[config.mk]
export PLATFORM = sky130hd
export DESIGN_NAME = infix_expression_evaluator
export DESIGN_NICKNAME = d
export VERILOG_FILES = /design/src/rtl/iee_pkg.sv /design/src/rtl/iee_alu.sv /design/src/rtl/infix_expression_evaluator.sv
export VERILOG_INCLUDE_DIRS = /design/src /design/src/rtl
export SDC_FILE = /design/constraint.sdc
export NUM_CORES = 2
export LEC_CHECK = 0
export ABC_AREA = 0
export BUFFER_PORTS_ARGS = -buffer_cell sky130_fd_sc_hd__buf_2
export CORE_ASPECT_RATIO = 1.4
export CORE_MARGIN = 2
export CORE_UTILIZATION = 28
export CTS_CLUSTER_SIZE = 8
export DETAILED_ROUTE_END_ITERATION = 6
export GPL_TIMING_DRIVEN = 0
export HOLD_SLACK_MARGIN = 0.15
export PLACE_DENSITY = 0.53
export SLEW_MARGIN = 20
export SYNTH_ARGS = -nofsm -noshare
export SYNTH_HDL_FRONTEND = slang
export SYNTH_SLANG_ARGS = --single-unit
[constraint.sdc]
create_clock -name clk -period 8.2 [get_ports clk]
set_input_delay 1.23 -clock clk [delete_from_list [all_inputs] [get_ports clk]]
set_output_delay 1.23 -clock clk [all_outputs]
set_load 0.01 [all_outputs]
[src/rtl/infix_expression_evaluator_defines.svh]
// ----------------------------------------------------------------------------
// Infix expression evaluator - assertion macros
// Shared concurrent assertion forms, clocked on clk and held off in reset.
// ----------------------------------------------------------------------------
`ifndef INFIX_EXPRESSION_EVALUATOR_DEFINES_SVH
`define INFIX_EXPRESSION_EVALUATOR_DEFINES_SVH

// same-cycle implication
`define IEE_ASSERT_NOW(lbl, ante, cons, msg) \
    lbl: assert property (@(posedge clk) disable iff (!rst_n) (ante) |-> (cons)) \
        else $error(msg);

// next-cycle implication
`define IEE_ASSERT_NEXT(lbl, ante, cons, msg) \
    lbl: assert property (@(posedge clk) disable iff (!rst_n) (ante) |=> (cons)) \
        else $error(msg);

`endif

[src/rtl/iee_pkg.sv]
// ----------------------------------------------------------------------------
// Infix expression evaluator - package
// Widths, character codes, operator and error codes, and the ALU interface.
// ----------------------------------------------------------------------------
`default_nettype none

package iee_pkg;

    localparam int VAL_W        = 48;
    localparam int ERR_W        = 2;
    localparam int CHAR_W       = 8;
    localparam int OUT_TDATA_W  = 56;

    localparam logic signed [VAL_W-1:0] VAL_MAX = {1'b0, {(VAL_W-1){1'b1}}};
    localparam logic signed [VAL_W-1:0] VAL_MIN = {1'b1, {(VAL_W-1){1'b0}}};

    localparam logic [CHAR_W-1:0] CH_PLUS  = 8'h2B;
    localparam logic [CHAR_W-1:0] CH_MINUS = 8'h2D;
    localparam logic [CHAR_W-1:0] CH_STAR  = 8'h2A;
    localparam logic [CHAR_W-1:0] CH_SLASH = 8'h2F;
    localparam logic [CHAR_W-1:0] CH_SPACE = 8'h20;
    localparam logic [CHAR_W-1:0] CH_ZERO  = 8'h30;
    localparam logic [CHAR_W-1:0] CH_NINE  = 8'h39;

    typedef enum logic [2:0] {
        OP_ADD   = 3'd0,
        OP_SUB   = 3'd1,
        OP_MUL   = 3'd2,
        OP_DIV   = 3'd3,
        OP_OTHER = 3'd4
    } op_t;

    typedef enum logic [ERR_W-1:0] {
        ERR_NONE     = 2'd0,
        ERR_DIV_ZERO = 2'd1,
        ERR_STACK    = 2'd2,
        ERR_OVERFLOW = 2'd3
    } err_t;

    typedef struct packed {
        logic start;
        op_t  op;
    } alu_req_t;

    typedef struct packed {
        logic done;
        err_t err;
    } alu_rsp_t;

    function automatic logic op_high(op_t op);
        return (op != OP_ADD) && (op != OP_SUB);
    endfunction

    function automatic op_t char_to_op(logic [CHAR_W-1:0] c);
        op_t op;
        unique case (c)
            CH_PLUS:  op = OP_ADD;
            CH_MINUS: op = OP_SUB;
            CH_STAR:  op = OP_MUL;
            CH_SLASH: op = OP_DIV;
            default:  op = OP_OTHER;
        endcase
        return op;
    endfunction

endpackage

`default_nettype wire

[src/rtl/iee_alu.sv]
// ----------------------------------------------------------------------------
// Infix expression evaluator - shared arithmetic unit
// Saturating fixed-point add, subtract, bit-serial multiply and restoring
// divide on 48-bit signed words.
// ----------------------------------------------------------------------------
`default_nettype none
`include "infix_expression_evaluator_defines.svh"

module iee_alu #(
    parameter int FRACTION_BITS = 16
) (
    input  wire logic                              clk,
    input  wire logic                              rst_n,
    input  wire iee_pkg::alu_req_t                 req,
    input  wire logic signed [iee_pkg::VAL_W-1:0]  x,
    input  wire logic signed [iee_pkg::VAL_W-1:0]  y,
    output iee_pkg::alu_rsp_t                      rsp,
    output logic signed [iee_pkg::VAL_W-1:0]       result
);

    localparam int W      = iee_pkg::VAL_W;
    localparam int DW     = W + FRACTION_BITS;
    localparam int PW     = 2 * W;
    localparam int STEP_W = $clog2(DW + 1);

    typedef enum logic [1:0] {A_IDLE, A_MUL, A_DIV, A_FIN} alu_state_t;

    function automatic logic [W-1:0] magnitude(logic signed [W-1:0] v);
        return v[W-1] ? $unsigned(-v) : $unsigned(v);
    endfunction

    alu_state_t            state_reg, state_next;
    logic [STEP_W-1:0]     step_reg, step_next;
    logic                  neg_reg, neg_next;
    logic                  mul_reg, mul_next;
    logic [W-1:0]          b_reg, b_next;
    logic [W-1:0]          hi_reg, hi_next;
    logic [DW-1:0]         qd_reg, qd_next;
    logic                  done_reg, done_next;
    iee_pkg::err_t         err_reg, err_next;
    logic signed [W-1:0]   res_reg, res_next;

    logic [W:0]            sum;
    logic [W:0]            rem_try;
    logic [W:0]            rem_sub;
    logic                  rem_ge;
    logic [W:0]            ext_x;
    logic [W:0]            ext_y;
    logic [W:0]            addsub;
    logic [PW-1:0]         full_mag;
    logic [W-1:0]          mag_lo;
    logic [W-1:0]          lim;
    logic                  sat;

    always_comb
    begin
        state_next = state_reg;
        step_next  = step_reg;
        neg_next   = neg_reg;
        mul_next   = mul_reg;
        b_next     = b_reg;
        hi_next    = hi_reg;
        qd_next    = qd_reg;
        done_next  = 1'b0;
        err_next   = err_reg;
        res_next   = res_reg;

        sum     = {1'b0, hi_reg} + (qd_reg[0] ? {1'b0, b_reg} : {(W+1){1'b0}});
        rem_try = {hi_reg, qd_reg[DW-1]};
        rem_ge  = rem_try >= {1'b0, b_reg};
        rem_sub = rem_try - {1'b0, b_reg};

        ext_x  = {x[W-1], x};
        ext_y  = {y[W-1], y};
        addsub = (req.op == iee_pkg::OP_SUB) ? (ext_x - ext_y) : (ext_x + ext_y);

        full_mag = mul_reg ? ({hi_reg, qd_reg[W-1:0]} >> FRACTION_BITS) : PW'(qd_reg);
        mag_lo   = full_mag[W-1:0];
        lim      = neg_reg ? iee_pkg::VAL_MIN : iee_pkg::VAL_MAX;
        sat      = (|full_mag[PW-1:W]) || (mag_lo > lim);

        unique case (state_reg)
            A_IDLE:
            begin
                if (req.start)
                begin
                    neg_next  = x[W-1] ^ y[W-1];
                    b_next    = magnitude(y);
                    hi_next   = '0;
                    step_next = '0;
                    unique case (req.op)
                        iee_pkg::OP_ADD, iee_pkg::OP_SUB:
                        begin
                            done_next = 1'b1;
                            if (addsub[W] != addsub[W-1])
                            begin
                                err_next = iee_pkg::ERR_OVERFLOW;
                                res_next = addsub[W] ? iee_pkg::VAL_MIN : iee_pkg::VAL_MAX;
                            end
                            else
                            begin
                                err_next = iee_pkg::ERR_NONE;
                                res_next = $signed(addsub[W-1:0]);
                            end
                        end
                        iee_pkg::OP_MUL:
                        begin
                            mul_next   = 1'b1;
                            qd_next    = DW'(magnitude(x));
                            state_next = A_MUL;
                        end
                        iee_pkg::OP_DIV:
                        begin
                            if (y == '0)
                            begin
                                done_next = 1'b1;
                                err_next  = iee_pkg::ERR_DIV_ZERO;
                                res_next  = '0;
                            end
                            else
                            begin
                                mul_next   = 1'b0;
                                qd_next    = DW'(magnitude(x)) << FRACTION_BITS;
                                state_next = A_DIV;
                            end
                        end
                        default:
                        begin
                            done_next = 1'b1;
                            err_next  = iee_pkg::ERR_NONE;
                            res_next  = '0;
                        end
                    endcase
                end
            end
            A_MUL:
            begin
                hi_next         = sum[W:1];
                qd_next[W-1:0]  = {sum[0], qd_reg[W-1:1]};
                step_next       = step_reg + STEP_W'(1);
                if (step_reg == STEP_W'(W - 1))
                    state_next = A_FIN;
            end
            A_DIV:
            begin
                hi_next   = rem_ge ? rem_sub[W-1:0] : rem_try[W-1:0];
                qd_next   = {qd_reg[DW-2:0], rem_ge};
                step_next = step_reg + STEP_W'(1);
                if (step_reg == STEP_W'(DW - 1))
                    state_next = A_FIN;
            end
            A_FIN:
            begin
                done_next  = 1'b1;
                state_next = A_IDLE;
                if (sat)
                begin
                    err_next = iee_pkg::ERR_OVERFLOW;
                    res_next = neg_reg ? iee_pkg::VAL_MIN : iee_pkg::VAL_MAX;
                end
                else
                begin
                    err_next = iee_pkg::ERR_NONE;
                    res_next = neg_reg ? $signed(-mag_lo) : $signed(mag_lo);
                end
            end
            default:
                state_next = A_IDLE;
        endcase
    end

    always_ff @(posedge clk or negedge rst_n)
    begin
        if (!rst_n)
        begin
            state_reg <= A_IDLE;
            step_reg  <= '0;
            neg_reg   <= 1'b0;
            mul_reg   <= 1'b0;
            b_reg     <= '0;
            hi_reg    <= '0;
            qd_reg    <= '0;
            done_reg  <= 1'b0;
            err_reg   <= iee_pkg::ERR_NONE;
            res_reg   <= '0;
        end
        else
        begin
            state_reg <= state_next;
            step_reg  <= step_next;
            neg_reg   <= neg_next;
            mul_reg   <= mul_next;
            b_reg     <= b_next;
            hi_reg    <= hi_next;
            qd_reg    <= qd_next;
            done_reg  <= done_next;
            err_reg   <= err_next;
            res_reg   <= res_next;
        end
    end

    assign rsp.done = done_reg;
    assign rsp.err  = err_reg;
    assign result   = res_reg;

    `IEE_ASSERT_NOW(a_start_when_idle, req.start, state_reg == A_IDLE, "ALU started while busy")
    `IEE_ASSERT_NEXT(a_fin_gives_done, state_reg == A_FIN, rsp.done, "ALU finish without done")

endmodule

`default_nettype wire

[src/rtl/infix_expression_evaluator.sv]
// ----------------------------------------------------------------------------
// Infix expression evaluator
// Two-stack operator-precedence evaluation of + - * / expressions in 48-bit
// signed fixed point.
//
// Input words carry one ASCII character in s_tdata[7:0]; s_tlast marks the
// last character of an expression. One output word is produced per
// expression: m_tdata[47:0] value, m_tdata[49:48] error code.
// s_tready is high only while the sequencer is idle; one word is in work at
// a time. A digit or space passes decode and the last-word check. An operator
// also passes the precedence check, with one reduction per stacked operator
// it pops. A reduction pops the operator and two operands, then waits on the
// shared ALU, which adds or subtracts directly, gives zero for other, and
// multiplies and divides bit-serially. The last word also runs its pending
// reductions; the bit-serial ALU sets the cost of a word.
// The result sits in an output register; the block keeps taking words while
// it waits and only holds at the end of the next expression if the previous
// result has still not been taken. Reset empties both stacks, clears the
// error and drops any pending result.
// ----------------------------------------------------------------------------
`default_nettype none
`include "infix_expression_evaluator_defines.svh"

module infix_expression_evaluator #(
    parameter int STACK_DEPTH   = 4,
    parameter int FRACTION_BITS = 16
) (
    input  wire logic                                clk,
    input  wire logic                                rst_n,
    input  wire logic                                s_tvalid,
    output logic                                     s_tready,
    input  wire logic [iee_pkg::CHAR_W-1:0]          s_tdata,   // [7:0] char_code
    input  wire logic                                s_tlast,   // end_of_expression
    output logic                                     m_tvalid,
    input  wire logic                                m_tready,
    output logic [iee_pkg::OUT_TDATA_W-1:0]          m_tdata    // value, error_code, pad
);

    localparam int W     = iee_pkg::VAL_W;
    localparam int CNT_W = $clog2(STACK_DEPTH + 1);
    localparam int IDX_W = $clog2(STACK_DEPTH);
    localparam int ACC_W = W + 4;

    typedef enum logic [3:0] {
        S_IDLE,
        S_DECODE,
        S_PREC,
        S_REDUCE,
        S_POP_Y,
        S_POP_X,
        S_ALU_WAIT,
        S_LAST,
        S_FINAL
    } state_t;

    state_t                          state_reg, state_next;
    logic [iee_pkg::CHAR_W-1:0]      char_reg, char_next;
    logic                            last_reg, last_next;
    iee_pkg::op_t                    new_op_reg, new_op_next;
    iee_pkg::op_t                    alu_op_reg, alu_op_next;
    logic                            ret_final_reg, ret_final_next;
    logic [CNT_W-1:0]                opnd_cnt_reg, opnd_cnt_next;
    logic [CNT_W-1:0]                oper_cnt_reg, oper_cnt_next;
    logic [W-1:0]                    acc_reg, acc_next;
    logic                            in_num_reg, in_num_next;
    iee_pkg::err_t                   sticky_reg, sticky_next;
    logic signed [W-1:0]             y_reg, y_next;
    logic                            out_valid_reg, out_valid_next;
    logic signed [W-1:0]             out_value_reg, out_value_next;
    iee_pkg::err_t                   out_err_reg, out_err_next;

    logic signed [W-1:0]             opnd_stack_reg [STACK_DEPTH];
    iee_pkg::op_t                    oper_stack_reg [STACK_DEPTH];

    logic [CNT_W-1:0]                opnd_cnt_m1;
    logic [CNT_W-1:0]                oper_cnt_m1;
    logic signed [W-1:0]             opnd_top;
    iee_pkg::op_t                    oper_top;
    state_t                          ret_state;

    logic                            push_req;
    logic signed [W-1:0]             push_data;
    logic [CNT_W-1:0]                push_base;
    logic                            opnd_wr_en;
    logic [IDX_W-1:0]                opnd_wr_idx;
    logic                            oper_wr_en;
    iee_pkg::err_t                   flag;

    logic                            is_digit;
    logic [ACC_W-1:0]                acc_new;
    logic                            acc_ovf;

    iee_pkg::alu_req_t               alu_req;
    iee_pkg::alu_rsp_t               alu_rsp;
    logic signed [W-1:0]             alu_result;

    assign opnd_cnt_m1 = opnd_cnt_reg - CNT_W'(1);
    assign oper_cnt_m1 = oper_cnt_reg - CNT_W'(1);
    assign opnd_top    = opnd_stack_reg[opnd_cnt_m1[IDX_W-1:0]];
    assign oper_top    = oper_stack_reg[oper_cnt_m1[IDX_W-1:0]];
    assign ret_state   = ret_final_reg ? S_FINAL : S_PREC;

    assign is_digit = (char_reg >= iee_pkg::CH_ZERO) && (char_reg <= iee_pkg::CH_NINE);
    // acc * 10 + digit, digit placed at the binary point
    assign acc_new  = (ACC_W'(acc_reg) << 3) + (ACC_W'(acc_reg) << 1)
                    + (ACC_W'(char_reg - iee_pkg::CH_ZERO) << FRACTION_BITS);
    assign acc_ovf  = acc_new > ACC_W'(iee_pkg::VAL_MAX);

    always_comb
    begin
        state_next     = state_reg;
        char_next      = char_reg;
        last_next      = last_reg;
        new_op_next    = new_op_reg;
        alu_op_next    = alu_op_reg;
        ret_final_next = ret_final_reg;
        opnd_cnt_next  = opnd_cnt_reg;
        oper_cnt_next  = oper_cnt_reg;
        acc_next       = acc_reg;
        in_num_next    = in_num_reg;
        sticky_next    = sticky_reg;
        y_next         = y_reg;
        out_valid_next = out_valid_reg && !m_tready;
        out_value_next = out_value_reg;
        out_err_next   = out_err_reg;

        push_req    = 1'b0;
        push_data   = '0;
        push_base   = opnd_cnt_reg;
        opnd_wr_en  = 1'b0;
        opnd_wr_idx = '0;
        oper_wr_en  = 1'b0;
        flag        = iee_pkg::ERR_NONE;
        alu_req     = '0;

        unique case (state_reg)
            S_IDLE:
            begin
                if (s_tvalid)
                begin
                    char_next  = s_tdata;
                    last_next  = s_tlast;
                    state_next = S_DECODE;
                end
            end
            S_DECODE:
            begin
                if (is_digit)
                begin
                    acc_next    = acc_ovf ? iee_pkg::VAL_MAX : acc_new[W-1:0];
                    in_num_next = 1'b1;
                    if (acc_ovf)
                        flag = iee_pkg::ERR_OVERFLOW;
                    state_next = S_LAST;
                end
                else
                begin
                    if (in_num_reg)
                    begin
                        push_req    = 1'b1;
                        push_data   = $signed(acc_reg);
                        acc_next    = '0;
                        in_num_next = 1'b0;
                    end
                    if (char_reg == iee_pkg::CH_SPACE)
                        state_next = S_LAST;
                    else
                    begin
                        new_op_next = iee_pkg::char_to_op(char_reg);
                        state_next  = S_PREC;
                    end
                end
            end
            S_PREC:
            begin
                if ((oper_cnt_reg != '0) &&
                    (!iee_pkg::op_high(new_op_reg) || iee_pkg::op_high(oper_top)))
                begin
                    ret_final_next = 1'b0;
                    state_next     = S_REDUCE;
                end
                else
                begin
                    if (oper_cnt_reg < CNT_W'(STACK_DEPTH))
                    begin
                        oper_wr_en    = 1'b1;
                        oper_cnt_next = oper_cnt_reg + CNT_W'(1);
                    end
                    else
                        flag = iee_pkg::ERR_STACK;
                    state_next = S_LAST;
                end
            end
            S_REDUCE:
            begin
                alu_op_next   = oper_top;
                oper_cnt_next = oper_cnt_m1;
                if (opnd_cnt_reg < CNT_W'(2))
                begin
                    // too few operands: drop them and stand a zero in their place
                    flag       = iee_pkg::ERR_STACK;
                    push_req   = 1'b1;
                    push_base  = '0;
                    push_data  = '0;
                    state_next = ret_state;
                end
                else
                    state_next = S_POP_Y;
            end
            S_POP_Y:
            begin
                y_next        = opnd_top;
                opnd_cnt_next = opnd_cnt_m1;
                state_next    = S_POP_X;
            end
            S_POP_X:
            begin
                alu_req.start = 1'b1;
                alu_req.op    = alu_op_reg;
                opnd_cnt_next = opnd_cnt_m1;
                state_next    = S_ALU_WAIT;
            end
            S_ALU_WAIT:
            begin
                if (alu_rsp.done)
                begin
                    push_req   = 1'b1;
                    push_data  = alu_result;
                    flag       = alu_rsp.err;
                    state_next = ret_state;
                end
            end
            S_LAST:
            begin
                if (last_reg)
                begin
                    if (in_num_reg)
                    begin
                        push_req    = 1'b1;
                        push_data   = $signed(acc_reg);
                        acc_next    = '0;
                        in_num_next = 1'b0;
                    end
                    state_next = S_FINAL;
                end
                else
                    state_next = S_IDLE;
            end
            S_FINAL:
            begin
                if (oper_cnt_reg != '0)
                begin
                    ret_final_next = 1'b1;
                    state_next     = S_REDUCE;
                end
                else if (!out_valid_reg || m_tready)
                begin
                    out_valid_next = 1'b1;
                    if (opnd_cnt_reg == '0)
                    begin
                        out_value_next = '0;
                        out_err_next   = (sticky_reg == iee_pkg::ERR_NONE) ?
                                         iee_pkg::ERR_STACK : sticky_reg;
                    end
                    else
                    begin
                        out_value_next = opnd_top;
                        out_err_next   = sticky_reg;
                    end
                    opnd_cnt_next = '0;
                    oper_cnt_next = '0;
                    acc_next      = '0;
                    in_num_next   = 1'b0;
                    sticky_next   = iee_pkg::ERR_NONE;
                    state_next    = S_IDLE;
                end
            end
            default:
                state_next = S_IDLE;
        endcase

        if (push_req)
        begin
            if (push_base < CNT_W'(STACK_DEPTH))
            begin
                opnd_wr_en    = 1'b1;
                opnd_wr_idx   = push_base[IDX_W-1:0];
                opnd_cnt_next = push_base + CNT_W'(1);
            end
            else
                flag = iee_pkg::ERR_STACK;
        end

        if ((sticky_reg == iee_pkg::ERR_NONE) && (flag != iee_pkg::ERR_NONE))
            sticky_next = flag;
    end

    always_ff @(posedge clk or negedge rst_n)
    begin
        if (!rst_n)
        begin
            state_reg     <= S_IDLE;
            char_reg      <= '0;
            last_reg      <= 1'b0;
            new_op_reg    <= iee_pkg::OP_ADD;
            alu_op_reg    <= iee_pkg::OP_ADD;
            ret_final_reg <= 1'b0;
            opnd_cnt_reg  <= '0;
            oper_cnt_reg  <= '0;
            acc_reg       <= '0;
            in_num_reg    <= 1'b0;
            sticky_reg    <= iee_pkg::ERR_NONE;
            y_reg         <= '0;
            out_valid_reg <= 1'b0;
            out_value_reg <= '0;
            out_err_reg   <= iee_pkg::ERR_NONE;
        end
        else
        begin
            state_reg     <= state_next;
            char_reg      <= char_next;
            last_reg      <= last_next;
            new_op_reg    <= new_op_next;
            alu_op_reg    <= alu_op_next;
            ret_final_reg <= ret_final_next;
            opnd_cnt_reg  <= opnd_cnt_next;
            oper_cnt_reg  <= oper_cnt_next;
            acc_reg       <= acc_next;
            in_num_reg    <= in_num_next;
            sticky_reg    <= sticky_next;
            y_reg         <= y_next;
            out_valid_reg <= out_valid_next;
            out_value_reg <= out_value_next;
            out_err_reg   <= out_err_next;
        end
    end

    // stack contents are only read below the count
    always_ff @(posedge clk)
    begin
        if (opnd_wr_en)
            opnd_stack_reg[opnd_wr_idx] <= push_data;
        if (oper_wr_en)
            oper_stack_reg[oper_cnt_reg[IDX_W-1:0]] <= new_op_reg;
    end

    iee_alu #(
        .FRACTION_BITS (FRACTION_BITS)
    ) u_alu (
        .clk    (clk),
        .rst_n  (rst_n),
        .req    (alu_req),
        .x      (opnd_top),
        .y      (y_reg),
        .rsp    (alu_rsp),
        .result (alu_result)
    );

    assign s_tready = (state_reg == S_IDLE);
    assign m_tvalid = out_valid_reg;
    assign m_tdata  = {{(iee_pkg::OUT_TDATA_W - W - iee_pkg::ERR_W){1'b0}},
                       out_err_reg, out_value_reg};

    `IEE_ASSERT_NOW(a_alu_done_in_wait, alu_rsp.done, state_reg == S_ALU_WAIT, "ALU result outside wait")
    `IEE_ASSERT_NEXT(a_accept_to_decode, s_tvalid && s_tready, state_reg == S_DECODE, "word not decoded")
    `IEE_ASSERT_NOW(a_counts_bounded, 1'b1, (opnd_cnt_reg <= CNT_W'(STACK_DEPTH)) && (oper_cnt_reg <= CNT_W'(STACK_DEPTH)), "stack count beyond depth")

endmodule

`default_nettype wire

Word level (Yosys, flattened, before mapping) --
Memories as Yosys holds them, arrays and structs flattened. Index checks and enable logic that the tools add are counted.
Cells by class: add/sub/neg operators 15, multiply operators 0, divide/modulo/power cells 0, magnitude comparators 8, eq/ne operators 43, shift operators 0, muxes and demuxes 123, bitwise logic cells 4, reductions and logical operators 52
Operators with widths (number):
- 2-to-1 mux 48 bit | 23
- case mux 48 bit (3 select lines) | 5
- negator 48 bit | 3
- 2-to-1 mux 64 bit | 2
- case mux 64 bit (2 select lines) | 1
- adder 48 x 48 -> 49 bit | 2
- case mux 48 bit (2 select lines) | 1
- 2-to-1 mux 80 bit | 1
- adder 51 x 49 -> 52 bit | 1
- adder 52 bit | 1
- greater-than comparator 52 x 47 -> 1 bit, second input constant | 1
- >= comparator 49 x 48 -> 1 bit | 1
- 2-to-1 mux 49 bit | 1
- subtractor 48 x 48 -> 49 bit | 1
- greater-than comparator 48 bit | 1
- logical NOT 48 bit | 1
- 2-to-1 mux 2 bit | 24
- OR reduction 48 bit | 1
- subtractor 48 bit | 1
- equality test 8 x 6 -> 1 bit, second input constant | 5
- 2-to-1 mux 3 bit | 13
- case mux 4 bit (9 select lines) | 1
- 2-to-1 mux 4 bit | 8
- case mux 16 bit (2 select lines) | 1
- 50 further kinds | 145
Word-level totals: register bits 398, bits in latches 0, bits in writable memories 204, bits in read-only memories 0, input port bits 13, output and inout bits 58, word-level logic and storage cells 273, memories 2
Memory list:
- opnd_stack_reg | depth 4, bits a word 48, rd ports 1, clocked after Yosys merged registers in 0, write ports 1, line infix_expression_evaluator.sv:72 | logic signed [W-1:0] opnd_stack_reg [STACK_DEPTH];
- oper_stack_reg | depth 4, bits a word 3, rd ports 1, clocked after Yosys merged registers in 0, write ports 1, line infix_expression_evaluator.sv:73 | iee_pkg::op_t oper_stack_reg [STACK_DEPTH];

Longest topological paths before layout --
An unclocked memory read counts as a cell.
depth after elaboration 14, depth in mapped cells 28, gate-level depth less buffers 20

Hierarchy --
Synthesis repeated with hierarchy kept, for this count alone.
Unflattened totals: cells, all modules 4951, area total of the unflattened synthesis 45208.4 um2
Modules (own cells, without submodules):
- iee_alu | instances 1, cells each 3389, area an instance 25538.2 um2, sequential area each 5555.3 um2
- infix_expression_evaluator | instances 1, cells each 1562, area an instance 19670.1 um2, sequential area each 10530.1 um2

Worst setup path after synthesis --
No wires, ideal clock.
path type register to register, from reg opnd_cnt_reg[0], to reg u_alu.res_reg[18], in the netlist u_alu.result[18], library setup time 0.143 ns, arrival 7.223 ns, required time 8.057 ns, slack 0.834 ns, cell stages (with the launch flop) 29, buffers on the path 11, period minus slack after synthesis 7.366 ns, cells stage by stage dfrtp_1 > buf_4 > buf_4 > buf_2 > buf_2 > clkbuf_1 > inv_1 > ha_1 > clkbuf_1 > buf_1 > buf_1 > clkbuf_1 > mux4_2 > inv_1 > ha_1 > inv_1 > fa_1 > a211o_1 > a211o_1 > a211oi_1 > nor4_1 > o211a_1 > or3_1 > and4_1 > buf_6 > xnor3_2 > buf_6 > nor2_1 > o221ai_1
On the way: longest elaborated chain between the ends 9, elaborated cells between the ends (all ways) 11, those cells by class 3 x add/sub; 1 x eq/ne; 6 x mux; 1 x memory
Ends and longest elaborated chain:
- start: declaration | line infix_expression_evaluator.sv:62 | logic [CNT_W-1:0] opnd_cnt_reg, opnd_cnt_next;
- start signal: assignment | line infix_expression_evaluator.sv:326 | opnd_cnt_reg <= opnd_cnt_next;
- subtractor 3 x 1 -> 3 bit * | line infix_expression_evaluator.sv:97 | assign opnd_cnt_m1 = opnd_cnt_reg - CNT_W'(1);
- memory (4 x 48 bit) *
- adder 48 x 48 -> 49 bit / subtractor 48 x 48 -> 49 bit (equally long branches) | line iee_alu.sv:75 | addsub = (req.op == iee_pkg::OP_SUB) ? (ext_x - ext_y) : (ext_x + ext_y);
- 2-to-1 mux 49 bit * | line iee_alu.sv:75
- 2-to-1 mux 48 bit / inequality test 1 bit (equally long branches) | line iee_alu.sv:98, iee_alu.sv:95
- 2-to-1 mux 48 bit * | line iee_alu.sv:95 | if (addsub[W] != addsub[W-1])
- case mux 48 bit (3 select lines) * | line iee_alu.sv:91 | unique case (req.op)
- 2-to-1 mux 48 bit * | line iee_alu.sv:85 | if (req.start)
- case mux 48 bit (2 select lines) * | line iee_alu.sv:82 | unique case (state_reg)
- end signal: assignment | line iee_alu.sv:198 | res_reg <= res_next;
- end: declaration | line iee_alu.sv:41 | logic signed [W-1:0] res_reg, res_next;
Every way passes the cells marked *; elsewhere a longest branch is shown, timed or not. The select of a mux whose other input is x is not followed. A chain may end at the register's enable or synchronous reset.

Worst setup path in the final report --
from reg opnd_cnt_reg[0], to reg u_alu.res_reg[26], in the netlist u_alu.result[26]
Same word-level chain as after synthesis.

==> impl_metrics.tcl <==
set metrics [dict create \
    final_common_cell "nand2_1" \
    drive_gt1_frac 0.0754 \
    clk_pin_slew_ns 0.05 \
    synth-edff-count 204 \
    crit_type "register to register" \
    seq_area_frac_synth 0.351 \
    ant_nets 0 \
    gp_congestion 0.991 \
    crit_arrival_ns 8.47 \
    final_cell_mix "nand2_1, a21oi_1, o21ai_0" \
    clockBufferDepth 3 \
    antenna_found_initial 7 \
    dieArea_um2 167000 \
    drc_errors 0 \
    relSlewSlack 0.192 \
    fp-row-count 175 \
    synth_ff_type "dfrtp_1" \
    skew_ns 0.0678 \
    use_met3 0.0288 \
    min-delay-path-class "register to register" \
    critPathLaunchType "register" \
    post_synth.cell_area_avg_um2 8.90 \
    synth_area_um2 45800 \
    ff_latch_area_um2 16100 \
    grt_use_met1 0.256 \
    root_buffer "clkbuf_16" \
    core_um2 162000 \
    fin_util 0.318 \
    clk_latency_ns 0.73 \
    grt_use_met2 0.409 \
    vias 42700 \
    drt_pass1_iterations 6 \
    top_usage_layer "met2" \
    required_ns 8.76 \
    async_flop_share 0.661 \
    post_cts_buffers 0 \
    timing.final.hold_violations 0 \
    period_minus_slack_ns 7.91 \
    worstPathMaxFanout 19 \
    drv_cap 0 \
    synth_area_leader_cell "dfrtp_1" \
    ios 71 \
    area_delta_synth_final_pct 13.0 \
    nNetsFinal 5633 \
    grt_pass1_vias 41960 \
    grt_pass1_wl_mm 290 \
    largest_reg_flops 192 \
    max_freq_mhz 126 \
    postSynthCellCount 5141 \
    yosys_register_bits 602 \
    synth_top_area_share 0.218 \
    cts_buffers 86 \
    drt_iter0_markers 3756 \
    hold_slack_ns 0.477 \
    drt-total-wl_mm 201 \
    grt_max_degree 92 \
    vias_per_cell 5.70 \
    die_h_um 482 \
    portBuffers 64 \
    status "finished clean" \
    htree_levels 3 \
    reg2reg_setup_slack_ns 0.29 \
    fill_cells 17126 \
    end_kind "register" \
    ys_warn_count 0 \
    start_util 0.282 \
    final-max-slew-violation-count 0 \
    grt_setup_unrepaired "no" \
    post-route-period-util 0.965 \
    cts.sinks 602 \
    synth.area.top_cells "dfrtp_1, edfxtp_1, ha_1, a21oi_1, nand2_1" \
    dieWidth_um 346 \
    dp_hpwl_mm 159 \
    tightest_slew_ns 1.21 \
    report.final.setup_viol 0 \
    multi_input_area_um2 27800 \
    cts_tree "built" \
    grt.overflow.total 0 \
    synth.distinct_cells 102 \
    grtUsageTotal 0.235 \
    avgRoutedWirePerCell_um 26.8 \
]
final timing paths:
check	startpoint	end	depth (start not counted)
setup / recovery	opnd_cnt_reg[0]$_DFF_PN0_	u_alu.result[26]$_DFFE_PN0P_	26
hold / removal	out_value_reg[14]$_DFFE_PN0P_	out_value_reg[14]$_DFFE_PN0P_	2
setup reg to reg	opnd_cnt_reg[0]$_DFF_PN0_	u_alu.result[26]$_DFFE_PN0P_	26
hold reg to reg	out_value_reg[14]$_DFFE_PN0P_	out_value_reg[14]$_DFFE_PN0P_	2
max in group asynchronous	rst_n	out_value_reg[41]$_DFFE_PN0P_	3
min in group asynchronous	rst_n	u_alu.qd_reg[28]$_DFFE_PN0P_	2
metal layers:
metal  routed length (um)  share of wire
met3                10300          0.051
met5                   21        0.00010
met1                73500           0.37
met4                19500          0.097
met2                97600           0.49
worst max-delay path: stages, from the launching register on:
cell and delay [ns]:
dfrtp_1 0.35, buf_4 0.26, buf_4 0.31, buf_8 0.30
clkbuf_8 0.29, inv_1 0.10, ha_1 0.47, buf_4 0.29
buf_4 0.27, clkbuf_4 0.33, mux4_2 0.49, inv_1 0.24
ha_1 0.20, inv_1 0.05, fa_1 0.42, a211o_1 0.30
a211o_1 0.31, a211oi_2 0.35, nor4_1 0.19, o211a_1 0.29
or3_1 0.40, and4_1 0.22, buf_6 0.15, xnor3_2 0.43
buf_6 0.18, a31oi_1 0.35, o21bai_1 0.10
repair_timing:
action,CTS,global route
gates resized for setup,15,4
hold endpoints to repair,0,0
endpoints found under the setup margin,102,39
hold buffers,0,0
layout make-up:
type | count | area share
plain buffers | 320 | 0.0255
repair buffers | 81 | 0.0128
diodes | 4 | 0.000193
clock inverters | 7 | 0.00326
inverters | 176 | 0.0128
flip-flops and latches | 602 | 0.311
well taps | 2124 | 0.0514
clock buffers | 129 | 0.0455
multi-input cells | 4043 | 0.538
metrics by stage:
stage	instance area, um2	setup slack [ns]	instances	TNS [ns]
floorplan	45800	0.834	5146	0
global placement	48800	-3.23	7334	-1479.84
detailed placement	49200	-2.88	7351	-177.84
CTS	51700	0.0317	7484	0
global route	51700	0.0553	7483	0
finish	51700	0.289	7486	0
logic make-up after synthesis:
kind of cell,Yosys count,share of synthesized area
AO/OA/AOI/OAI,1642,0.230
other,1,0.0000819
multiplexers,211,0.0619
XOR/XNOR,274,0.0531
buffers and inverters,501,0.0429
flip-flops,602,0.351
AND/OR/NAND/NOR,1599,0.169
adder cells (fa/ha/maj),311,0.0910
synthesized netlist by cell type, types with 29 or more instances:
cell and n:
o31ai_1 67, a21o_1 127, o21bai_1 36, nor2b_1 46, nand4_1 58, dfrtp_1 398, a22oi_1 59, mux2i_1 86
inv_1 173, edfxtp_1 204, a211oi_1 38, mux2_2 75, xor2_1 150, clkbuf_1 271, fa_1 37, xnor2_1 122
nor4_1 103, nor2_1 300, nor3_1 98, or3_1 42, nand3_1 121, and2_1 81, nand2_1 566, a21oi_1 439
o21ai_0 409, mux4_2 50, o211ai_1 58, ha_1 273, a221oi_1 29, and3_1 43, nand2b_1 36, a31oi_1 48
a22o_1 74
Power is left out: the tool's default activity adds up to more than one toggle a clock period on the data nets, which glitch-free logic cannot reach.
